==> src/rtl/core/assert_macros.svh <==
// Assertion shorthands for the RTL file that checks itself.
`ifndef ASSERT_MACROS_SVH
`define ASSERT_MACROS_SVH

// Same-cycle implication, muted while reset is high.
`define EFP_ASSERT_IMPLIES(label, clk, rst, ante, cons, msg) \
   label: assert property (@(posedge clk) disable iff (rst) (ante) |-> (cons)) \
      else $error(msg);

// Next-cycle implication, muted while reset is high.
`define EFP_ASSERT_NEXT(label, clk, rst, ante, cons, msg) \
   label: assert property (@(posedge clk) disable iff (rst) (ante) |=> (cons)) \
      else $error(msg);

`endif

==> src/rtl/core/efp_pkg.sv <==
package efp_pkg;

   // Image geometry and number format
   localparam int IMAGE_WIDTH    = 1024;
   localparam int IMAGE_HEIGHT   = 1024;
   localparam int FRAC_BITS      = 28;
   localparam int ESCAPE_SQUARED = 4;

   // Field widths
   localparam int IDX_W      = 10;
   localparam int COORD_W    = 32;
   localparam int STEP_W     = 31;
   localparam int LIMIT_W    = 12;
   localparam int COLOR_W    = 24;
   localparam int KIND_W     = 2;
   localparam int CSR_IDX_W  = 3;
   localparam int CSR_DATA_W = 32;

   // Pixel to plane mapping: (2*index - size) * step, then halved
   localparam int MAX_SIZE = (IMAGE_WIDTH > IMAGE_HEIGHT) ? IMAGE_WIDTH : IMAGE_HEIGHT;
   localparam int DIST_W   = ((IDX_W + 1 > $clog2(MAX_SIZE)) ? IDX_W + 1 : $clog2(MAX_SIZE)) + 1;
   localparam int MAP_W    = DIST_W + STEP_W + 1;

   // Iteration datapath
   localparam int C_W    = COORD_W + 1;
   localparam int PROD_W = 2 * COORD_W;
   localparam int SQ_W   = PROD_W - FRAC_BITS;
   localparam int XY_W   = SQ_W + 1;
   localparam int BND_W  = FRAC_BITS + $clog2(ESCAPE_SQUARED) + 2;
   localparam int ACC_W  = (XY_W + 2 > BND_W) ? XY_W + 2 : BND_W;
   localparam int SAT_W  = (ACC_W > MAP_W) ? ACC_W : MAP_W;

   localparam logic signed [C_W-1:0] MANDEL_SHIFT_RE =
      C_W'(((64'd3 << FRAC_BITS) + 64'd5) / 64'd10);
   localparam logic signed [C_W-1:0] SHIP_SHIFT_RE =
      C_W'(((64'd1 << FRAC_BITS) + 64'd2) / 64'd5);
   localparam logic signed [C_W-1:0] SHIP_SHIFT_IM =
      C_W'(((64'd1 << FRAC_BITS) + 64'd1) / 64'd2);
   localparam logic signed [ACC_W-1:0] ESC_BOUND =
      ACC_W'(64'(ESCAPE_SQUARED) << FRAC_BITS);

   // Coloring: divisor is limit/20, via a reciprocal multiply
   localparam int COLOR_BANDS  = 20;
   localparam int BAND_W       = $clog2(((2 ** LIMIT_W) - 1) / COLOR_BANDS + 1);
   localparam int RECIP_SHIFT  = LIMIT_W + 4;
   localparam int RECIP        = ((2 ** RECIP_SHIFT) + COLOR_BANDS - 1) / COLOR_BANDS;
   localparam int RECIP_W      = $clog2(RECIP + 1);
   localparam int RECIP_PROD_W = LIMIT_W + RECIP_W;
   localparam int DVD_W        = COLOR_W + LIMIT_W;
   localparam int DIV_CNT_W    = $clog2(DVD_W + 1);

   // Job queue between front and back
   localparam int QUEUE_DEPTH = 2;
   localparam int QPTR_W      = (QUEUE_DEPTH > 1) ? $clog2(QUEUE_DEPTH) : 1;
   localparam int QFILL_W     = $clog2(QUEUE_DEPTH + 1);

   // Fractal kinds; the remaining code runs no iteration
   localparam logic [KIND_W-1:0] KIND_MANDEL = 2'd0;
   localparam logic [KIND_W-1:0] KIND_JULIA  = 2'd1;
   localparam logic [KIND_W-1:0] KIND_SHIP   = 2'd2;

   typedef enum logic [CSR_IDX_W-1:0] {
      CSR_KIND,
      CSR_STEP,
      CSR_OFS_RE,
      CSR_OFS_IM,
      CSR_JULIA_RE,
      CSR_JULIA_IM,
      CSR_LIMIT,
      CSR_COLOR
   } csr_idx_type;

   typedef struct packed {
      logic [KIND_W-1:0]         kind;
      logic [STEP_W-1:0]         step;
      logic signed [COORD_W-1:0] ofs_re;
      logic signed [COORD_W-1:0] ofs_im;
      logic signed [COORD_W-1:0] julia_re;
      logic signed [COORD_W-1:0] julia_im;
      logic [LIMIT_W-1:0]        limit;
      logic [COLOR_W-1:0]        color;
   } cfg_type;

   typedef struct packed {
      logic [KIND_W-1:0]         kind;
      logic signed [COORD_W-1:0] x0;
      logic signed [COORD_W-1:0] y0;
      logic signed [C_W-1:0]     c_re;
      logic signed [C_W-1:0]     c_im;
      logic [IDX_W-1:0]          row;
      logic [IDX_W-1:0]          col;
   } job_type;

   typedef struct packed {
      logic [IDX_W-1:0]   row;
      logic [IDX_W-1:0]   col;
      logic [LIMIT_W-1:0] count;
   } count_type;

   // Saturate a wide signed value to the coordinate range
   function automatic logic signed [COORD_W-1:0] sat_coord(input logic signed [SAT_W-1:0] v);
      logic fits;
      fits = (v[SAT_W-1:COORD_W-1] == {(SAT_W-COORD_W+1){v[SAT_W-1]}});
      if (fits) begin
         return v[COORD_W-1:0];
      end else if (v[SAT_W-1]) begin
         return {1'b1, {(COORD_W-1){1'b0}}};
      end else begin
         return {1'b0, {(COORD_W-1){1'b1}}};
      end
   endfunction

endpackage

==> src/rtl/core/efp_queue.sv <==
module efp_queue
   import efp_pkg::*;
(
   input  logic    clock,
   input  logic    reset,
   input  logic    push,
   input  job_type push_job,
   output logic    full,
   input  logic    pop,
   output job_type pop_job,
   output logic    empty
);

   job_type              mem_ff [QUEUE_DEPTH];
   logic [QPTR_W-1:0]    wr_ptr_ff, wr_ptr_in, rd_ptr_ff, rd_ptr_in;
   logic [QFILL_W-1:0]   fill_ff, fill_in;
   logic                 do_push, do_pop;

   assign full    = (fill_ff == QFILL_W'(QUEUE_DEPTH));
   assign empty   = (fill_ff == '0);
   assign do_push = push && !full;
   assign do_pop  = pop && !empty;
   assign pop_job = mem_ff[rd_ptr_ff];

   always_comb begin
      wr_ptr_in = wr_ptr_ff;
      rd_ptr_in = rd_ptr_ff;
      fill_in   = fill_ff;
      if (do_push) begin
         wr_ptr_in = (wr_ptr_ff == QPTR_W'(QUEUE_DEPTH - 1)) ? '0 : wr_ptr_ff + 1'b1;
      end
      if (do_pop) begin
         rd_ptr_in = (rd_ptr_ff == QPTR_W'(QUEUE_DEPTH - 1)) ? '0 : rd_ptr_ff + 1'b1;
      end
      if (do_push && !do_pop) begin
         fill_in = fill_ff + 1'b1;
      end else if (do_pop && !do_push) begin
         fill_in = fill_ff - 1'b1;
      end
   end

   always_ff @(posedge clock) begin
      if (reset) begin
         wr_ptr_ff <= '0;
         rd_ptr_ff <= '0;
         fill_ff   <= '0;
      end else begin
         wr_ptr_ff <= wr_ptr_in;
         rd_ptr_ff <= rd_ptr_in;
         fill_ff   <= fill_in;
      end
      if (do_push) begin
         mem_ff[wr_ptr_ff] <= push_job;
      end
   end

endmodule

==> config.mk <==
export PLATFORM = sky130hd
export DESIGN_NAME = efp_queue
export DESIGN_NICKNAME = d
export VERILOG_FILES = /design/src/rtl/core/assert_macros.svh /design/src/rtl/core/efp_pkg.sv /design/src/rtl/core/efp_queue.sv
export SDC_FILE = /design/constraint.sdc
export NUM_CORES = 1
export LEC_CHECK = 0
export ABC_AREA = 0
export BUFFER_PORTS_ARGS = -buffer_cell sky130_fd_sc_hd__buf_2
export CAP_MARGIN = 20
export CORE_AREA = 3 3 170 172
export DETAILED_ROUTE_END_ITERATION = 6
export DIE_AREA = 0 0 173 175
export GPL_TIMING_DRIVEN = 0
export PLACE_DENSITY = 0.65
export SYNTH_ARGS = -nofsm -noshare
export SYNTH_HDL_FRONTEND = slang
export SYNTH_SLANG_ARGS = --single-unit
==> constraint.sdc <==
create_clock -name clock -period 6 [get_ports clock]
set_clock_uncertainty 0.1 [all_clocks]
set_input_delay 0.6 -clock clock [delete_from_list [all_inputs] [get_ports clock]]
set_output_delay 0.6 -clock clock [all_outputs]
set_load 0.02 [all_outputs]
==> out/qor.yml <==
status:
  outcome: "complete, no violations"
cts:
  post_cts_resized: 0
  htree_levels: 1
  clk_latency_ps: 530
  cts-root-buf: "clkbuf_16"
  cts_buffers: 31
  post_cts_buffers: 0
  path_clk_slew_ps: 60
  cts_tree: "done"
  cts_hold_buf: 0
  clk_path_buf_depth: 3
  clock-sinks: 309
routing:
  vias: 5795
  drt-wirelength-per-cell_um: 17.8
  finalWirelength_um: 22200
  route.detailed.drc: 0
  vias_per_cell: 4.66
  drt_iter0_drc: 295
  drtPass1Iterations: 4
  postRouteAntennaNets: 0
floorplan:
  die_y_um: 175
  io_pins: 310
  coreArea_mm2: 0.0276
  die_w_um: 173
  initial_core_util_pct: 41.6
  num_rows: 61
  die_area_mm2: 0.0303
worst_setup_path:
  worst_setup_path_end_kind: "primary output"
  path_class: "flip-flop to primary output"
  crit_cells: 5
  crit_arrival_ps: 1880
  required_ps: 5300
  path_common_cell: "buf_6"
  worstPathMaxFanout: 10
  path_buf_inv: 4
  rr_worst_depth: 4
  cp_slowest_cell: "dfxtp_1"
  slowest_delay_ps: 320
  critical_path.cell_chain: "buf_6 -> buf_6 -> buf_6 -> mux2_4 -> buf_2"
  critPathTopFamily: "buffers and inverters"
  start_kind: "flip-flop"
place:
  routabilityCongestion: 0.688
  placed_area_mm2: 0.0136
  dp_hpwl_um: 14800
  port_buffers: 309
yosys:
  synth.area.top_cells: "edfxtp_1, mux2_4, mux2_2"
  yosys.area.top_type: "edfxtp_1"
  synth_edf_count: 304
  synthFlopType: "edfxtp_1"
  synth-seq-area-share_pct: 80.2
  synthDominantCellAreaShare_pct: 79.3
  synth_seq_cells: 309
  synth_nets: 655
  synth_most_common_cell: "edfxtp_1"
  synth.avg_cell_area_um2: 23.1
  synth_warnings: 0
  async_flop_share_pct: 0
  synth_cells: 498
  synth_commonest_cells: "edfxtp_1, mux2_4, mux2_2, buf_6, buf_2"
  synth.distinct_cells: 15
  syn_area_mm2: 0.0115
sta:
  min_period_over_period_pct: 43.0
  setup_viol: 0
  max_slew_margin_pct: 61.1
  grt_setup_unrepaired: "no"
  fin_crit_ps: 2580
  timing.fmax_ghz: 0.387
  final_max_slew_viol_count: 0
  timing.hold.ws_ps: 143
  tightest_slew_ps: 584
  hold_violations: 0
power:
  ir_worst_vdd_mv: 0.340
  leakagePower_uw: 0.00559
  p_per_area_mw_per_mm2: 444
final_layout:
  multi_input_area_mm2: 0.00212
  area_delta_synth_final_pct: 26.7
  layout-drive-gt1-share_pct: 60.5
  nets: 1000
  fill_cells: 2277
  seq_area_mm2: 0.00923
  stdcell_area_mm2: 0.0146
min_path:
  min_path_type: "input pin to flip-flop"
  hold_depth: 1
grt:
  grt_max_degree: 79
  antenna_found_initial: 4
  grt_pass1_vias: 5972
  grt_first_pass_wirelength_um: 33600
  gr-total-overflow: 0
  grtUsageTotal_pct: 14.0
flow_run:
  cap_viol_max_count: 0
[cell usage in the layout, fill, tap and decap left out, drive strengths merged]
| cell | netlist | routed |
|---|---|---|
| buf | 17 | 329 |
| edfxtp | 304 | 304 |
| mux2 | 152 | 152 |
| clkbuf | 0 | 35 |
| clkinv | 0 | 15 |
| nor2 | 5 | 5 |
| dfxtp | 5 | 5 |
| o21ai | 3 | 3 |
| xor2 | 3 | 3 |
| bufinv | 0 | 3 |
| diode | 0 | 2 |
| or3 | 2 | 2 |
| a21oi | 2 | 2 |
| inv | 2 | 2 |
| nor2b | 1 | 1 |
| and2 | 1 | 1 |
| ha | 1 | 1 |
| clkinvlp | 0 | 1 |
[worst reg2reg max path, delay by kind of cell, from the launching register on]
kind                   cells  cell delay (ps)
flip-flops                 1              440
AND/OR/NAND/NOR            2              520
buffers and inverters      2              810
[layer usage]
metal,routed length (um),global-route usage (%),part of all wire [%]
met1,8480,16.5,38
met2,11100,24.0,50
met3,2020,5.00,9.1
met4,512,4.29,2.3
met5,21,0,0.095
[sequential cells by signal, indices dropped and copies added, names as in the netlist, named ones only]
signal and flops:
rd_ptr_ff 1, mem_ff 304, fill_ff 2, wr_ptr_ff 1
[cell families (layout without fill, tap and decap cells)]
family	count (synthesis)	after routing	synth area share, %
DFF	309	309	80.2
muxes	152	152	17.5
buffers and inverters	19	385	1.35
and+or+nand+nor	9	9	0.402
AOI/OAI and AO/OA	5	5	0.217
xor gates and xnor gates	3	3	0.228
adders and majority gates	1	1	0.109
other	0	2	0
[area by class of cell]
class                   count  share of cell area (%)
plain buffers              17                    1.01
well taps                 378                    3.25
inverters                   2                   0.103
clock inverters            19                    1.09
flip-flops and latches    309                    63.3
multi-input cells         170                    14.6
clock buffers              35                    5.43
repair buffers            312                    11.2
diodes                      2                  0.0343
[stage by stage]
stage / setup WS [ps] / setup TNS, ps / utilization (%) / instances / total power [uW]
floorplan: 1090 / 0 / - / 498 / 4180
global placement: -1200 / -253050 / 49.0 / 1185 / 4780
detailed placement: 3410 / 0 / 49.3 / 1188 / 4750
CTS: 3330 / 0 / 52.7 / 1242 / 6570
global route: 3300 / 0 / 52.7 / 1244 / 6760
finish: 3420 / 0 / 52.7 / 1244 / 6470
[power breakdown]
group	total, uW	leakage [uW]	switching [uW]	internal (uW)
Combinational	1900	0.00224	1090	802
Sequential	2770	0.00288	62.7	2710
Clock	1800	0.000462	738	1060
Total	6470	0.00559	1900	4570
[final timing paths]
path / from / endpoint / slack, ps
hold reg to reg: wr_ptr_ff / wr_ptr_ff / 390
setup / recovery: flip-flop / pop_job[109] / 3420
setup reg to reg: fill_ff[0] / mem_ff[0][122] / 3650
hold / removal: push_job[82] / mem_ff[1][82] / 140
No activity file was read; power rests on OpenSTA's default activity.
