==> src/rtl/core/assert_macros.svh <==
// Assertion shorthands for the RTL file that checks itself.
`ifndef ASSERT_MACROS_SVH
`define ASSERT_MACROS_SVH

// Same-cycle implication, muted while reset is high.
`define EFP_ASSERT_IMPLIES(label, clk, rst, ante, cons, msg) \
   label: assert property (@(posedge clk) disable iff (rst) (ante) |-> (cons)) \
      else $error(msg);

// Next-cycle implication, muted while reset is high.
`define EFP_ASSERT_NEXT(label, clk, rst, ante, cons, msg) \
   label: assert property (@(posedge clk) disable iff (rst) (ante) |=> (cons)) \
      else $error(msg);

`endif

==> src/rtl/core/efp_pkg.sv <==
package efp_pkg;

   // Image geometry and number format
   localparam int IMAGE_WIDTH    = 1024;
   localparam int IMAGE_HEIGHT   = 1024;
   localparam int FRAC_BITS      = 28;
   localparam int ESCAPE_SQUARED = 4;

   // Field widths
   localparam int IDX_W      = 10;
   localparam int COORD_W    = 32;
   localparam int STEP_W     = 31;
   localparam int LIMIT_W    = 12;
   localparam int COLOR_W    = 24;
   localparam int KIND_W     = 2;
   localparam int CSR_IDX_W  = 3;
   localparam int CSR_DATA_W = 32;

   // Pixel to plane mapping: (2*index - size) * step, then halved
   localparam int MAX_SIZE = (IMAGE_WIDTH > IMAGE_HEIGHT) ? IMAGE_WIDTH : IMAGE_HEIGHT;
   localparam int DIST_W   = ((IDX_W + 1 > $clog2(MAX_SIZE)) ? IDX_W + 1 : $clog2(MAX_SIZE)) + 1;
   localparam int MAP_W    = DIST_W + STEP_W + 1;

   // Iteration datapath
   localparam int C_W    = COORD_W + 1;
   localparam int PROD_W = 2 * COORD_W;
   localparam int SQ_W   = PROD_W - FRAC_BITS;
   localparam int XY_W   = SQ_W + 1;
   localparam int BND_W  = FRAC_BITS + $clog2(ESCAPE_SQUARED) + 2;
   localparam int ACC_W  = (XY_W + 2 > BND_W) ? XY_W + 2 : BND_W;
   localparam int SAT_W  = (ACC_W > MAP_W) ? ACC_W : MAP_W;

   localparam logic signed [C_W-1:0] MANDEL_SHIFT_RE =
      C_W'(((64'd3 << FRAC_BITS) + 64'd5) / 64'd10);
   localparam logic signed [C_W-1:0] SHIP_SHIFT_RE =
      C_W'(((64'd1 << FRAC_BITS) + 64'd2) / 64'd5);
   localparam logic signed [C_W-1:0] SHIP_SHIFT_IM =
      C_W'(((64'd1 << FRAC_BITS) + 64'd1) / 64'd2);
   localparam logic signed [ACC_W-1:0] ESC_BOUND =
      ACC_W'(64'(ESCAPE_SQUARED) << FRAC_BITS);

   // Coloring: divisor is limit/20, via a reciprocal multiply
   localparam int COLOR_BANDS  = 20;
   localparam int BAND_W       = $clog2(((2 ** LIMIT_W) - 1) / COLOR_BANDS + 1);
   localparam int RECIP_SHIFT  = LIMIT_W + 4;
   localparam int RECIP        = ((2 ** RECIP_SHIFT) + COLOR_BANDS - 1) / COLOR_BANDS;
   localparam int RECIP_W      = $clog2(RECIP + 1);
   localparam int RECIP_PROD_W = LIMIT_W + RECIP_W;
   localparam int DVD_W        = COLOR_W + LIMIT_W;
   localparam int DIV_CNT_W    = $clog2(DVD_W + 1);

   // Job queue between front and back
   localparam int QUEUE_DEPTH = 2;
   localparam int QPTR_W      = (QUEUE_DEPTH > 1) ? $clog2(QUEUE_DEPTH) : 1;
   localparam int QFILL_W     = $clog2(QUEUE_DEPTH + 1);

   // Fractal kinds; the remaining code runs no iteration
   localparam logic [KIND_W-1:0] KIND_MANDEL = 2'd0;
   localparam logic [KIND_W-1:0] KIND_JULIA  = 2'd1;
   localparam logic [KIND_W-1:0] KIND_SHIP   = 2'd2;

   typedef enum logic [CSR_IDX_W-1:0] {
      CSR_KIND,
      CSR_STEP,
      CSR_OFS_RE,
      CSR_OFS_IM,
      CSR_JULIA_RE,
      CSR_JULIA_IM,
      CSR_LIMIT,
      CSR_COLOR
   } csr_idx_type;

   typedef struct packed {
      logic [KIND_W-1:0]         kind;
      logic [STEP_W-1:0]         step;
      logic signed [COORD_W-1:0] ofs_re;
      logic signed [COORD_W-1:0] ofs_im;
      logic signed [COORD_W-1:0] julia_re;
      logic signed [COORD_W-1:0] julia_im;
      logic [LIMIT_W-1:0]        limit;
      logic [COLOR_W-1:0]        color;
   } cfg_type;

   typedef struct packed {
      logic [KIND_W-1:0]         kind;
      logic signed [COORD_W-1:0] x0;
      logic signed [COORD_W-1:0] y0;
      logic signed [C_W-1:0]     c_re;
      logic signed [C_W-1:0]     c_im;
      logic [IDX_W-1:0]          row;
      logic [IDX_W-1:0]          col;
   } job_type;

   typedef struct packed {
      logic [IDX_W-1:0]   row;
      logic [IDX_W-1:0]   col;
      logic [LIMIT_W-1:0] count;
   } count_type;

   // Saturate a wide signed value to the coordinate range
   function automatic logic signed [COORD_W-1:0] sat_coord(input logic signed [SAT_W-1:0] v);
      logic fits;
      fits = (v[SAT_W-1:COORD_W-1] == {(SAT_W-COORD_W+1){v[SAT_W-1]}});
      if (fits) begin
         return v[COORD_W-1:0];
      end else if (v[SAT_W-1]) begin
         return {1'b1, {(COORD_W-1){1'b0}}};
      end else begin
         return {1'b0, {(COORD_W-1){1'b1}}};
      end
   endfunction

endpackage

==> src/rtl/core/efp_front.sv <==
module efp_front
   import efp_pkg::*;
(
   input  logic             clock,
   input  logic             reset,
   input  cfg_type          cfg,
   input  logic             req_push,
   output logic             req_full,
   input  logic [IDX_W-1:0] req_pixel_row,
   input  logic [IDX_W-1:0] req_pixel_col,
   output logic             job_push,
   input  logic             job_full,
   output job_type          job
);

   typedef enum logic [1:0] {ST_IDLE, ST_POINT, ST_JOB} state_type;

   state_type                 state_ff, state_in;
   logic [IDX_W-1:0]          row_ff, row_in, col_ff, col_in;
   logic signed [MAP_W-1:0]   prod_re_ff, prod_re_in, prod_im_ff, prod_im_in;
   logic signed [COORD_W-1:0] pre_ff, pre_in, pim_ff, pim_in;
   logic signed [DIST_W-1:0]  dist_re, dist_im;
   logic signed [STEP_W:0]    step_s;
   logic signed [C_W-1:0]     pre_c, pim_c;

   assign dist_re = $signed({{(DIST_W-IDX_W-1){1'b0}}, req_pixel_col, 1'b0})
                    - DIST_W'(IMAGE_WIDTH);
   assign dist_im = $signed({{(DIST_W-IDX_W-1){1'b0}}, req_pixel_row, 1'b0})
                    - DIST_W'(IMAGE_HEIGHT);
   assign step_s  = $signed({1'b0, cfg.step});
   assign pre_c   = C_W'(pre_ff);
   assign pim_c   = C_W'(pim_ff);

   assign req_full = (state_ff != ST_IDLE);
   assign job_push = (state_ff == ST_JOB) && !job_full;

   always_comb begin
      state_in   = state_ff;
      row_in     = row_ff;
      col_in     = col_ff;
      prod_re_in = prod_re_ff;
      prod_im_in = prod_im_ff;
      pre_in     = pre_ff;
      pim_in     = pim_ff;
      case (state_ff)
         ST_IDLE: begin
            if (req_push) begin
               row_in     = req_pixel_row;
               col_in     = req_pixel_col;
               prod_re_in = MAP_W'(dist_re) * MAP_W'(step_s);
               prod_im_in = MAP_W'(dist_im) * MAP_W'(step_s);
               state_in   = ST_POINT;
            end
         end
         ST_POINT: begin
            pre_in   = sat_coord(SAT_W'(prod_re_ff >>> 1) + SAT_W'(cfg.ofs_re));
            pim_in   = sat_coord(SAT_W'(prod_im_ff >>> 1) + SAT_W'(cfg.ofs_im));
            state_in = ST_JOB;
         end
         ST_JOB: begin
            if (!job_full) begin
               state_in = ST_IDLE;
            end
         end
         default: state_in = ST_IDLE;
      endcase
   end

   // Classify by kind: starting z and the constant c
   always_comb begin
      job.kind = cfg.kind;
      job.row  = row_ff;
      job.col  = col_ff;
      job.x0   = '0;
      job.y0   = '0;
      job.c_re = '0;
      job.c_im = '0;
      case (cfg.kind)
         KIND_MANDEL: begin
            job.c_re = pre_c - MANDEL_SHIFT_RE;
            job.c_im = pim_c;
         end
         KIND_JULIA: begin
            job.x0   = pre_ff;
            job.y0   = pim_ff;
            job.c_re = C_W'(cfg.julia_re);
            job.c_im = C_W'(cfg.julia_im);
         end
         KIND_SHIP: begin
            job.c_re = pre_c - SHIP_SHIFT_RE;
            job.c_im = pim_c - SHIP_SHIFT_IM;
         end
         default: begin
            job.c_re = '0;
         end
      endcase
   end

   always_ff @(posedge clock) begin
      if (reset) begin
         state_ff <= ST_IDLE;
      end else begin
         state_ff <= state_in;
      end
      row_ff     <= row_in;
      col_ff     <= col_in;
      prod_re_ff <= prod_re_in;
      prod_im_ff <= prod_im_in;
      pre_ff     <= pre_in;
      pim_ff     <= pim_in;
   end

endmodule

==> config.mk <==
export PLATFORM = sky130hd
export DESIGN_NAME = efp_front
export DESIGN_NICKNAME = d
export VERILOG_FILES = /design/src/rtl/core/assert_macros.svh /design/src/rtl/core/efp_pkg.sv /design/src/rtl/core/efp_front.sv
export SDC_FILE = /design/constraint.sdc
export NUM_CORES = 2
export LEC_CHECK = 0
export ABC_CLOCK_PERIOD_IN_PS = 17360
export CAP_MARGIN = 20
export CORE_AREA = 2 2 246 248
export DETAILED_ROUTE_END_ITERATION = 7
export DIE_AREA = 0 0 248 250
export DONT_BUFFER_PORTS = 1
export PLACE_DENSITY = 0.81
export SLEW_MARGIN = 10
export SYNTH_ARGS = -nofsm -noshare
export SYNTH_HDL_FRONTEND = slang
export SYNTH_SLANG_ARGS = --single-unit
export TNS_END_PERCENT = 1
==> constraint.sdc <==
create_clock -name clock -period 17.36 [get_ports clock]
set_input_delay 5.208 -clock clock [delete_from_list [all_inputs] [get_ports clock]]
set_output_delay 5.208 -clock clock [all_outputs]
set_load 0.005 [all_outputs]
==> flow_metrics.tcl <==
set metrics [dict create \
    ir_drop_mv 0.1571 \
    min-delay-start "state_ff[0]" \
    whs_ns 0.6161 \
    slew_viol_final 0 \
    cts_tree "done" \
    hpwl_um 68690 \
    grt_overflow_total 0 \
    worstMarginPinSlew_ns 0.8447 \
    n_fill_cell 4942 \
    path_clk_slew_ns 0.06 \
    skew_ns 0.01715 \
    syn_area_per_cell_um2 8.787 \
    hold_viol 0 \
    ys_ff_latch 172 \
    outcome "completed" \
    slew_headroom_pct 42.95 \
    met1_usage_pct 37.35 \
    rsz0062_at_grt "false" \
    die_w_um 248 \
    setup-tns-final_ns 0 \
    period_needed_ns 15.09 \
    cts_setup_buffers 0 \
    num_antenna_cells 0 \
    max_stage_delay_ns 0.71 \
    ant_nets 0 \
    layout.nets 5129 \
    drtIter0Drc 1868 \
    fmax_mhz 66.27 \
    instances_no_fill 4783 \
    cts.sinks 172 \
    yosysWarnings 0 \
    static-leakage-power_nw 17.34 \
    chipHeight_um 250 \
    grt_pass1_wl_um 143200 \
    met2_usage_pct 49.51 \
    drtPass1Iterations 5 \
    multi_input_area_um2 28030 \
    io_buffers 0 \
    place_inst 4751 \
    cts_buffer_depth 2 \
    place.gp.congestion 0.9201 \
    grt_max_degree 77 \
    final_area_um2 37430 \
    wirelength_um 85900 \
    antenna_found_initial 0 \
    hp-class "reg2reg" \
    io_pins 375 \
    syn_to_final_growth_pct 2.308 \
    ys.flop_type "edfxtp_1" \
    finalSetupViolCount 0 \
    power_density_nw_per_um2 179.6 \
    synth-async-reset-ratio_pct 0 \
    crit_top_cell "o21ai_0" \
    critPathBufInv 2 \
    synth_area_um2 36590 \
    criticalPathCategory "in2out" \
    htree_levels 4 \
    cts_resized 0 \
    startpoint "cfg[195]" \
    crit_arrival_ns 9.88 \
    max-cap-violations 0 \
    vias 28200 \
    syn_nets 5305 \
    ys_seq_area_share_pct 14.06 \
    dieArea_um2 62000 \
    wl_per_cell_um 17.96 \
    drive_gt1_share_pct 2.124 \
    r2r-start "prod_im_ff[1]" \
    viasPerCell 5.895 \
    drcViolationCount 0 \
    critPathMaxFanout 63 \
    placed_cell_area_um2 36840 \
    cp-end-kind "primary output" \
    synth_edf_count 170 \
    crit_chain "inv_1, nand2_1, inv_1, ha_1, o21ai_0, o21ai_0, a21oi_1, o21ai_0, a32oi_1, a211oi_1, nor2_1, a2111oi_0, nor2_1, xnor2_1, o21ai_0" \
    postCtsHoldBufs 0 \
    track_usage_pct 28.67 \
    rows 90 \
    initial_core_util_pct 61.42 \
    critPathRequiredTime_ns 12.15 \
    slowest_stage "a2111oi_0" \
    grt-busiest-layer "met2" \
    grt_pass1_vias 29080 \
    cts_buffers 17 \
    finalCritPeriodShare_pct 86.92 \
    crit_family "compound AO/OA/AOI/OAI gates" \
    clk_latency_ns 0.48 \
    reg2reg_setup_slack_ns 12.18 \
    worstSetupStartpointType "input pin" \
    synth_cells 4164 \
    use_met3_pct 4.828 \
    ys_types 87 \
    cts-root-buf "clkbuf_16" \
    seq_area_um2 5145 \
    core_um2 59570 \
]
## power by group
part	internal [mW]	total, mW	switching [mW]
logic	2.30	5.44	3.14
registers	0.830	0.886	0.0559
clock network	0.214	0.395	0.181
total	3.35	6.72	3.38
## layout by cell type, fill, tap and decap left out, types with 17 or more instances in the layout
master     instances
nor3_1            68
o21bai_1          24
nor2_1           164
o21a_1            31
nor2b_1           70
nand2_1          525
edfxtp_1         170
a21o_1            72
a211oi_1          22
nand2b_1          28
ha_1             395
nand4_1           34
fa_1             525
or2_2             22
xnor2_1          103
xor2_1            60
a21oi_1          191
a31oi_1           23
clkbuf_16         17
and2_1           266
nand3_1           36
mux2i_1           66
o21ai_0          162
inv_1            697
## flip-flops by register name (all words and copies together) (netlist names)
register / cells
state_ff: 2
prod_re_ff: 43
prod_im_ff: 43
pim_ff: 32
col_ff: 10
pre_ff: 32
row_ff: 10
## per-stage QoR
stage	utilization, %	total power, mW	worst slack (ns)
6_report	62.84	6.722	2.271
5_1_grt	62.84	7.533	1.881
4_1_cts	62.84	6.719	2.340
2_1_floorplan	-	5.180	3.161
3_5_place_dp	61.85	6.290	2.344
3_3_place_gp	61.85	6.139	2.391
## cell type report
type | instances | area share [%]
multi-input combinational | 3089 | 74.88
sequential | 172 | 13.74
inverter | 700 | 7.019
tap | 782 | 2.614
clock buffer | 17 | 1.136
clock inverter | 15 | 0.4412
timing repair buffer | 8 | 0.1604
## logic make-up (layout without fill, tap and decap cells)
logic type / count (synthesis) / in the layout / synth area share, %
flip-flops: 172 / 172 / 14.06
buffers and inverters: 903 / 740 / 9.459
multiplexers: 70 / 70 / 1.929
AO/OA/AOI/OAI: 650 / 650 / 11.25
adder cells (fa/ha/maj): 920 / 920 / 42.23
XOR/XNOR: 163 / 163 / 3.902
AND/OR/NAND/NOR: 1286 / 1286 / 17.17
## routing by layer
layer,up-vias,part of all wire [%]
met5,-,0
met2,945,50
met1,13990,41
met3,136,6.5
li1,13130,-
met4,0,1.9
## Yosys cell counts (34+ instances only)
library cell  instances  area (um^2)
inv_1               697         2616
fa_1                525        10510
nand2_1             525         1971
ha_1                395         4942
and2_1              266         1664
a21oi_1             191        955.9
clkbuf_1            177        664.4
edfxtp_1            170         5105
nor2_1              166        623.1
o21ai_0             162        810.8
xnor2_1             103        902.1
a21o_1               72        540.5
nor2b_1              71        444.2
nor3_1               68        340.3
mux2i_1              66        660.6
xor2_1               60        525.5
nand3_1              36        180.2
nand4_1              34        212.7
## worst min-delay path, cell delays in order (launching register included)
cell and delay [ns]:
dfxtp_1 0.35, or2_2 0.17, nor3_1 0.05
## worst paths after layout
check | to | cells past startpoint
setup / recovery | job[84] | 15
hold / removal | state_ff[0] | 2
setup reg to reg | pim_ff[23] | 15
hold reg to reg | state_ff[0] | 2
No activity file was read; power rests on OpenSTA's default activity.
