===== src/rtl/core/assert_macros.svh =====
// Assertion shorthands for the RTL file that checks itself.
`ifndef ASSERT_MACROS_SVH
`define ASSERT_MACROS_SVH

// Same-cycle implication, muted while reset is high.
`define EFP_ASSERT_IMPLIES(label, clk, rst, ante, cons, msg) \
   label: assert property (@(posedge clk) disable iff (rst) (ante) |-> (cons)) \
      else $error(msg);

// Next-cycle implication, muted while reset is high.
`define EFP_ASSERT_NEXT(label, clk, rst, ante, cons, msg) \
   label: assert property (@(posedge clk) disable iff (rst) (ante) |=> (cons)) \
      else $error(msg);

`endif


===== src/rtl/core/efp_pkg.sv =====
package efp_pkg;

   // Image geometry and number format
   localparam int IMAGE_WIDTH    = 1024;
   localparam int IMAGE_HEIGHT   = 1024;
   localparam int FRAC_BITS      = 28;
   localparam int ESCAPE_SQUARED = 4;

   // Field widths
   localparam int IDX_W      = 10;
   localparam int COORD_W    = 32;
   localparam int STEP_W     = 31;
   localparam int LIMIT_W    = 12;
   localparam int COLOR_W    = 24;
   localparam int KIND_W     = 2;
   localparam int CSR_IDX_W  = 3;
   localparam int CSR_DATA_W = 32;

   // Pixel to plane mapping: (2*index - size) * step, then halved
   localparam int MAX_SIZE = (IMAGE_WIDTH > IMAGE_HEIGHT) ? IMAGE_WIDTH : IMAGE_HEIGHT;
   localparam int DIST_W   = ((IDX_W + 1 > $clog2(MAX_SIZE)) ? IDX_W + 1 : $clog2(MAX_SIZE)) + 1;
   localparam int MAP_W    = DIST_W + STEP_W + 1;

   // Iteration datapath
   localparam int C_W    = COORD_W + 1;
   localparam int PROD_W = 2 * COORD_W;
   localparam int SQ_W   = PROD_W - FRAC_BITS;
   localparam int XY_W   = SQ_W + 1;
   localparam int BND_W  = FRAC_BITS + $clog2(ESCAPE_SQUARED) + 2;
   localparam int ACC_W  = (XY_W + 2 > BND_W) ? XY_W + 2 : BND_W;
   localparam int SAT_W  = (ACC_W > MAP_W) ? ACC_W : MAP_W;

   localparam logic signed [C_W-1:0] MANDEL_SHIFT_RE =
      C_W'(((64'd3 << FRAC_BITS) + 64'd5) / 64'd10);
   localparam logic signed [C_W-1:0] SHIP_SHIFT_RE =
      C_W'(((64'd1 << FRAC_BITS) + 64'd2) / 64'd5);
   localparam logic signed [C_W-1:0] SHIP_SHIFT_IM =
      C_W'(((64'd1 << FRAC_BITS) + 64'd1) / 64'd2);
   localparam logic signed [ACC_W-1:0] ESC_BOUND =
      ACC_W'(64'(ESCAPE_SQUARED) << FRAC_BITS);

   // Coloring: divisor is limit/20, via a reciprocal multiply
   localparam int COLOR_BANDS  = 20;
   localparam int BAND_W       = $clog2(((2 ** LIMIT_W) - 1) / COLOR_BANDS + 1);
   localparam int RECIP_SHIFT  = LIMIT_W + 4;
   localparam int RECIP        = ((2 ** RECIP_SHIFT) + COLOR_BANDS - 1) / COLOR_BANDS;
   localparam int RECIP_W      = $clog2(RECIP + 1);
   localparam int RECIP_PROD_W = LIMIT_W + RECIP_W;
   localparam int DVD_W        = COLOR_W + LIMIT_W;
   localparam int DIV_CNT_W    = $clog2(DVD_W + 1);

   // Job queue between front and back
   localparam int QUEUE_DEPTH = 2;
   localparam int QPTR_W      = (QUEUE_DEPTH > 1) ? $clog2(QUEUE_DEPTH) : 1;
   localparam int QFILL_W     = $clog2(QUEUE_DEPTH + 1);

   // Fractal kinds; the remaining code runs no iteration
   localparam logic [KIND_W-1:0] KIND_MANDEL = 2'd0;
   localparam logic [KIND_W-1:0] KIND_JULIA  = 2'd1;
   localparam logic [KIND_W-1:0] KIND_SHIP   = 2'd2;

   typedef enum logic [CSR_IDX_W-1:0] {
      CSR_KIND,
      CSR_STEP,
      CSR_OFS_RE,
      CSR_OFS_IM,
      CSR_JULIA_RE,
      CSR_JULIA_IM,
      CSR_LIMIT,
      CSR_COLOR
   } csr_idx_type;

   typedef struct packed {
      logic [KIND_W-1:0]         kind;
      logic [STEP_W-1:0]         step;
      logic signed [COORD_W-1:0] ofs_re;
      logic signed [COORD_W-1:0] ofs_im;
      logic signed [COORD_W-1:0] julia_re;
      logic signed [COORD_W-1:0] julia_im;
      logic [LIMIT_W-1:0]        limit;
      logic [COLOR_W-1:0]        color;
   } cfg_type;

   typedef struct packed {
      logic [KIND_W-1:0]         kind;
      logic signed [COORD_W-1:0] x0;
      logic signed [COORD_W-1:0] y0;
      logic signed [C_W-1:0]     c_re;
      logic signed [C_W-1:0]     c_im;
      logic [IDX_W-1:0]          row;
      logic [IDX_W-1:0]          col;
   } job_type;

   typedef struct packed {
      logic [IDX_W-1:0]   row;
      logic [IDX_W-1:0]   col;
      logic [LIMIT_W-1:0] count;
   } count_type;

   // Saturate a wide signed value to the coordinate range
   function automatic logic signed [COORD_W-1:0] sat_coord(input logic signed [SAT_W-1:0] v);
      logic fits;
      fits = (v[SAT_W-1:COORD_W-1] == {(SAT_W-COORD_W+1){v[SAT_W-1]}});
      if (fits) begin
         return v[COORD_W-1:0];
      end else if (v[SAT_W-1]) begin
         return {1'b1, {(COORD_W-1){1'b0}}};
      end else begin
         return {1'b0, {(COORD_W-1){1'b1}}};
      end
   endfunction

endpackage


===== src/rtl/core/efp_color.sv =====
module efp_color
   import efp_pkg::*;
(
   input  logic               clock,
   input  logic               reset,
   input  cfg_type            cfg,
   input  logic               res_valid,
   output logic               res_ready,
   input  count_type          res,
   output logic               rsp_empty,
   input  logic               rsp_pop,
   output logic [IDX_W-1:0]   rsp_out_row,
   output logic [IDX_W-1:0]   rsp_out_col,
   output logic [COLOR_W-1:0] rsp_pixel_color
);

   typedef enum logic [1:0] {ST_IDLE, ST_MUL, ST_DIV, ST_OUT} state_type;

   state_type                state_ff, state_in;
   logic [IDX_W-1:0]         row_ff, row_in, col_ff, col_in;
   logic [LIMIT_W-1:0]       count_ff, count_in;
   logic                     inside_ff, inside_in;
   logic [DVD_W-1:0]         quo_ff, quo_in;
   logic [BAND_W-1:0]        rem_ff, rem_in, band_ff, band_in;
   logic [DIV_CNT_W-1:0]     step_ff, step_in;
   logic                     out_valid_ff, out_valid_in;
   logic [IDX_W-1:0]         out_row_ff, out_row_in, out_col_ff, out_col_in;
   logic [COLOR_W-1:0]       out_color_ff, out_color_in;

   logic [RECIP_PROD_W-1:0]  recip_prod;
   logic [BAND_W-1:0]        divisor;
   logic [BAND_W:0]          trial;
   logic                     take;

   assign recip_prod = RECIP_PROD_W'(cfg.limit) * RECIP_PROD_W'(RECIP);
   // limit below one band still divides by one
   assign divisor    = (band_ff == '0) ? BAND_W'(1) : band_ff;
   assign trial      = {rem_ff, quo_ff[DVD_W-1]};
   assign take       = (trial >= {1'b0, divisor});

   assign res_ready       = (state_ff == ST_IDLE);
   assign rsp_empty       = !out_valid_ff;
   assign rsp_out_row     = out_row_ff;
   assign rsp_out_col     = out_col_ff;
   assign rsp_pixel_color = out_color_ff;

   always_comb begin
      state_in     = state_ff;
      row_in       = row_ff;
      col_in       = col_ff;
      count_in     = count_ff;
      inside_in    = inside_ff;
      quo_in       = quo_ff;
      rem_in       = rem_ff;
      band_in      = band_ff;
      step_in      = step_ff;
      out_valid_in = out_valid_ff && !rsp_pop;
      out_row_in   = out_row_ff;
      out_col_in   = out_col_ff;
      out_color_in = out_color_ff;
      case (state_ff)
         ST_IDLE: begin
            if (res_valid) begin
               row_in    = res.row;
               col_in    = res.col;
               count_in  = res.count;
               inside_in = (res.count >= cfg.limit);
               state_in  = ST_MUL;
            end
         end
         ST_MUL: begin
            quo_in   = inside_ff ? '0 : DVD_W'(cfg.color) * DVD_W'(count_ff);
            band_in  = recip_prod[RECIP_SHIFT +: BAND_W];
            rem_in   = '0;
            step_in  = '0;
            state_in = ST_DIV;
         end
         ST_DIV: begin
            // restoring divide, one quotient bit per cycle
            rem_in  = take ? BAND_W'(trial - {1'b0, divisor}) : trial[BAND_W-1:0];
            quo_in  = {quo_ff[DVD_W-2:0], take};
            step_in = step_ff + 1'b1;
            if (step_ff == DIV_CNT_W'(DVD_W - 1)) begin
               state_in = ST_OUT;
            end
         end
         ST_OUT: begin
            if (!out_valid_ff || rsp_pop) begin
               out_valid_in = 1'b1;
               out_row_in   = row_ff;
               out_col_in   = col_ff;
               out_color_in = quo_ff[COLOR_W-1:0];
               state_in     = ST_IDLE;
            end
         end
         default: state_in = ST_IDLE;
      endcase
   end

   always_ff @(posedge clock) begin
      if (reset) begin
         state_ff     <= ST_IDLE;
         out_valid_ff <= 1'b0;
      end else begin
         state_ff     <= state_in;
         out_valid_ff <= out_valid_in;
      end
      row_ff       <= row_in;
      col_ff       <= col_in;
      count_ff     <= count_in;
      inside_ff    <= inside_in;
      quo_ff       <= quo_in;
      rem_ff       <= rem_in;
      band_ff      <= band_in;
      step_ff      <= step_in;
      out_row_ff   <= out_row_in;
      out_col_ff   <= out_col_in;
      out_color_ff <= out_color_in;
   end

endmodule


===== config.mk =====
export PLATFORM = sky130hd
export DESIGN_NAME = efp_color
export DESIGN_NICKNAME = d
export VERILOG_FILES = /design/src/rtl/core/assert_macros.svh /design/src/rtl/core/efp_pkg.sv /design/src/rtl/core/efp_color.sv
export SDC_FILE = /design/constraint.sdc
export NUM_CORES = 1
export LEC_CHECK = 0
export ABC_CLOCK_PERIOD_IN_PS = 14700
export BUFFER_PORTS_ARGS = -buffer_cell sky130_fd_sc_hd__buf_4
export CORE_UTILIZATION = 64
export CTS_CLUSTER_DIAMETER = 40
export DETAILED_ROUTE_END_ITERATION = 8
export PLACE_DENSITY_LB_ADDON = 0.3
export SKIP_LAST_GASP = 1
export SYNTH_ARGS = -nofsm -noshare
export SYNTH_HDL_FRONTEND = slang
export SYNTH_SLANG_ARGS = --single-unit

===== constraint.sdc =====
create_clock -name clock -period 14.7 [get_ports clock]
set_input_delay 0.735 -clock clock [delete_from_list [all_inputs] [get_ports clock]]
set_output_delay 0.735 -clock clock [all_outputs]
set_load 0.1 [all_outputs]

==> run summary <==
Clock-pin slew was measured on the worst setup and hold paths at around 0.070 ns. Of all nets on the critical path, the largest fanout is 24. Of the available clock period, the critical path in the final layout requires 0.438. Once the clock tree was built, the resizer swapped 0 gates to a different size.

The number of antenna violations at the first check in global routing is 0. The synthesized design contains roughly 140 register bits. In this design, the critical path's most frequently occurring cell is sky130_fd_sc_hd__fa_1. The final setup skew came out at 0.0126 ns. The number of buffers inserted during clock tree synthesis is 17. The transition at the pin with the smallest max-transition slack is approximately 1.2 ns. The hold-fix buffer count after cts is 0. The final layout contains routed wiring with a total length of approximately 35000 µm.

The number of nets in the synthesized netlist is 2346. The synthesized cell area is roughly 17000 µm². The post-layout instance count excluding filler cells is approximately 2.1k.

The max-slew violation count is 0. The clock reaches the later pin of the worst-skew pair after about 0.42 ns. The flip-flop cell with the highest count after synthesis is sky130_fd_sc_hd__edfxtp_1. Setup violations remaining at the end of the flow were counted as 0. The number of synthesized flops with an enable pin is 135. STA classifies the critical path endpoint as a flop.

The clock tree from TritonCTS is yes. The floorplan step defined a die boundary enclosing approximately 27000 µm². In this run the tightest slew margin relative to its limit is 0.196. STA classifies the critical path startpoint as a flop. The antenna diode count is 0. The first detailed-routing pass ran for 5 iterations. CTS saw 138 sinks. The met3 usage is 0.0366. Grouping stages by cell kind, the critical path spends the most delay in adder cells. The area added between synthesis and finish came out at 9.90%. Based on the critical path, the design can be clocked at up to roughly 160 MHz. The initial standard-cell utilization of the core is 0.660. Walking the worst path, the cells encountered are nand2_1, fa_1, fa_1, inv_1, fa_1, fa_1, inv_1, fa_1, inv_1, ha_1, and3_1, nand2_1, a21oi_1, o21ai_1, a2111oi_0, o21ai_0, a21o_1, a32o_1. The slowest stage of the critical path belongs to the cell sky130_fd_sc_hd__edfxtp_1. The setup TNS is 0 ns. Setup repair after global routing left no endpoint under its margin. Input and output buffers added on the ports amount to between 100 and 150. The post-layout net count came out at roughly 2.4k. The global routing met1 resource utilization came out at 0.387. The data arrival time at the worst-slack endpoint came out at 6.61 ns. The number of setup buffers added after CTS is 0. The via count of the first global-routing pass is approximately 13k. For this run, the register share of the synthesized area comes to 0.245.

Dividing the synthesized area by the synthesized cell count gives between 10 and 15 µm². The final weighted congestion of routability-driven global placement is between 0.9 and 1. The worst endpoint required time is between 10 and 15 ns.

The worst path in the final design needs a cycle of approximately 6.4 ns, including I/O delays and setup. The clock tree root buffer cell is sky130_fd_sc_hd__clkbuf_16. In the layout the commonest cells are 336 x sky130_fd_sc_hd__inv_1, 265 x sky130_fd_sc_hd__nand2_1, 259 x sky130_fd_sc_hd__fa_1, 183 x sky130_fd_sc_hd__ha_1, 135 x sky130_fd_sc_hd__edfxtp_1. Entering global routing, the biggest net connects 63 pins.

The vertical die dimension came out at 164 µm. For this run the aggregate overflow at the end of global routing stands at 0. The final standard cell area without fillers is roughly 18000 µm². For this run, design rule violations remaining after detail routing come to 0. The number of vias in the routed layout came out at between 10k and 15k.

The run finished with clean final reports. The critical path in this run is classified as flop to flop. The stage delay of the slowest cell on the critical path is approximately 0.88 ns. The share of synthesized flip-flops with an asynchronous set or reset is 0. The clock passes through at most 2 buffers.

The global-route track usage on met2 came out at 0.488. The post-DP HPWL came out at approximately 28000 µm. Once layout is complete, the utilization of the core stands at 0.726.

The count of H-tree levels built during CTS is 4. In the final layout, the share of cells above drive strength 1 is 0.0933. The core region is 25500 µm².

The number of placed instances with taps included came out at roughly 2k. After floorplanning, the core was divided into just under 60 placement rows. Using the TritonRoute via totals, the vias-per-cell ratio works out to ~5.7.

The min-delay analysis places its worst path in the category flop to flop. The number of different library cells used by synthesis comes to 56. In the final routed layout, each cell accounts on average for between 15 and 20 µm. The synthesis warning total is 0. The max-cap check violation count is 0. The combined buffer and inverter count along the critical path came out at 3. The count of nets left with antenna violations after detail routing came out at 0. For this design the top-level I/O count stands at about 280. The most common cell after layout, fill and taps aside is sky130_fd_sc_hd__inv_1. The layout filler cell count is between 1.5k and 2k.

Across every metal layer, demand over resource in global routing totals 0.284. The total count of hold-check failures in the final report came out at 0. The most utilized layer in the global route result is met2. The starting DRC count in detailed routing is 811. The synthesized netlist cell count came out at 1669.

The horizontal die dimension came out at 164 µm. The placed instances occupy a cell area of roughly 18000 µm². The global-route wire length before repair came out at around 60000 µm.
## metrics by stage
stage	worst slack, ns	hold WS [ns]
floorplan	8.81	0.400
global placement	8.33	0.401
detailed placement	8.29	0.405
CTS	8.25	0.414
global route	7.89	0.424
finish	8.26	0.412
## cell families (layout without fill, tap and decap cells)
logic type / after synthesis / count (layout) / synth area share
AO/OA/AOI/OAI: 181 / 181 / 0.0715
XOR/XNOR: 44 / 44 / 0.0229
adder cells (fa/ha/maj): 444 / 444 / 0.446
buffers and inverters: 404 / 493 / 0.0902
flip-flops: 138 / 138 / 0.245
multiplexers: 1 / 1 / 0.000595
AND/OR/NAND/NOR: 457 / 457 / 0.124
## worst register-to-register path: stages, from the launching register on
cell                        delay, ns
sky130_fd_sc_hd__edfxtp_1        0.88
sky130_fd_sc_hd__nand2_1         0.22
sky130_fd_sc_hd__fa_1            0.56
sky130_fd_sc_hd__fa_1            0.55
sky130_fd_sc_hd__inv_1           0.05
sky130_fd_sc_hd__fa_1            0.51
sky130_fd_sc_hd__fa_1            0.54
sky130_fd_sc_hd__inv_1           0.05
sky130_fd_sc_hd__fa_1            0.53
sky130_fd_sc_hd__inv_1           0.04
sky130_fd_sc_hd__ha_1            0.36
sky130_fd_sc_hd__and3_1          0.19
sky130_fd_sc_hd__nand2_1         0.05
sky130_fd_sc_hd__a21oi_1         0.18
sky130_fd_sc_hd__o21ai_1         0.15
sky130_fd_sc_hd__a2111oi_0       0.61
sky130_fd_sc_hd__o21ai_0         0.25
sky130_fd_sc_hd__a21o_1          0.20
sky130_fd_sc_hd__a32o_1          0.25
## final timing paths
check | startpoint | endpoint | slack, ns | cells past startpoint
max reg2reg | count_ff[11] | quo_ff[33] | 8.26 | 18
min reg2reg | col_ff[3] | rsp_out_col[3] | 0.41 | 0
max | count_ff[11] | quo_ff[33] | 8.26 | 18
min | col_ff[3] | rsp_out_col[3] | 0.41 | 0
## sequential cells by signal, summed over array words and instances (netlist names)
signal           flops
quo_ff              36
rsp_pixel_color     24
count_ff            12
col_ff              10
row_ff              10
rsp_out_col         10
rsp_out_row         10
band_ff              8
rem_ff               8
step_ff              6
state_ff             2
inside_ff            1
out_valid_ff         1
## final cells by class
class | count | area [µm²] | share of cell area
Clock buffer | 18 | 429 | 0.0232
Clock inverter | 14 | 128 | 0.00691
Inverter | 336 | 1260 | 0.0682
Multi-Input combinational cell | 1127 | 11200 | 0.606
Sequential cell | 138 | 4110 | 0.223
Tap cell | 330 | 413 | 0.0223
Timing Repair Buffer | 125 | 938 | 0.0508
## synthesized netlist by cell type, drive strengths merged, types with 3 or more instances
cell / count / area share
or4: 3 / 0.0013
a211oi: 7 / 0.0031
o31ai: 5 / 0.0022
a21oi: 44 / 0.013
xor2: 15 / 0.0078
nor2b: 5 / 0.0019
ha: 185 / 0.14
nand2b: 8 / 0.0030
nand2: 265 / 0.059
a22o: 5 / 0.0026
a21o: 19 / 0.0085
nor2: 32 / 0.0071
dfxtp: 3 / 0.0036
fa: 259 / 0.31
o21a: 6 / 0.0027
a32o: 3 / 0.0018
o21ai: 52 / 0.016
a2111oi: 3 / 0.0027
and2: 89 / 0.033
edfxtp: 135 / 0.24
a21boi: 4 / 0.0018
nor3: 11 / 0.0033
o211ai: 6 / 0.0027
and3: 7 / 0.0026
xnor2: 29 / 0.015
clkbuf: 67 / 0.015
nand4: 12 / 0.0045
inv: 336 / 0.075
o21bai: 7 / 0.0031
nand3: 18 / 0.0054
## routing by layer
layer	share of wire	routed length, µm
met5	0	0
met4	0.013	449
met3	0.063	2240
met2	0.49	17400
met1	0.43	15300
Power is left out: the tool's default activity adds up to more than one toggle a clock period on the data nets, which glitch-free logic cannot reach.
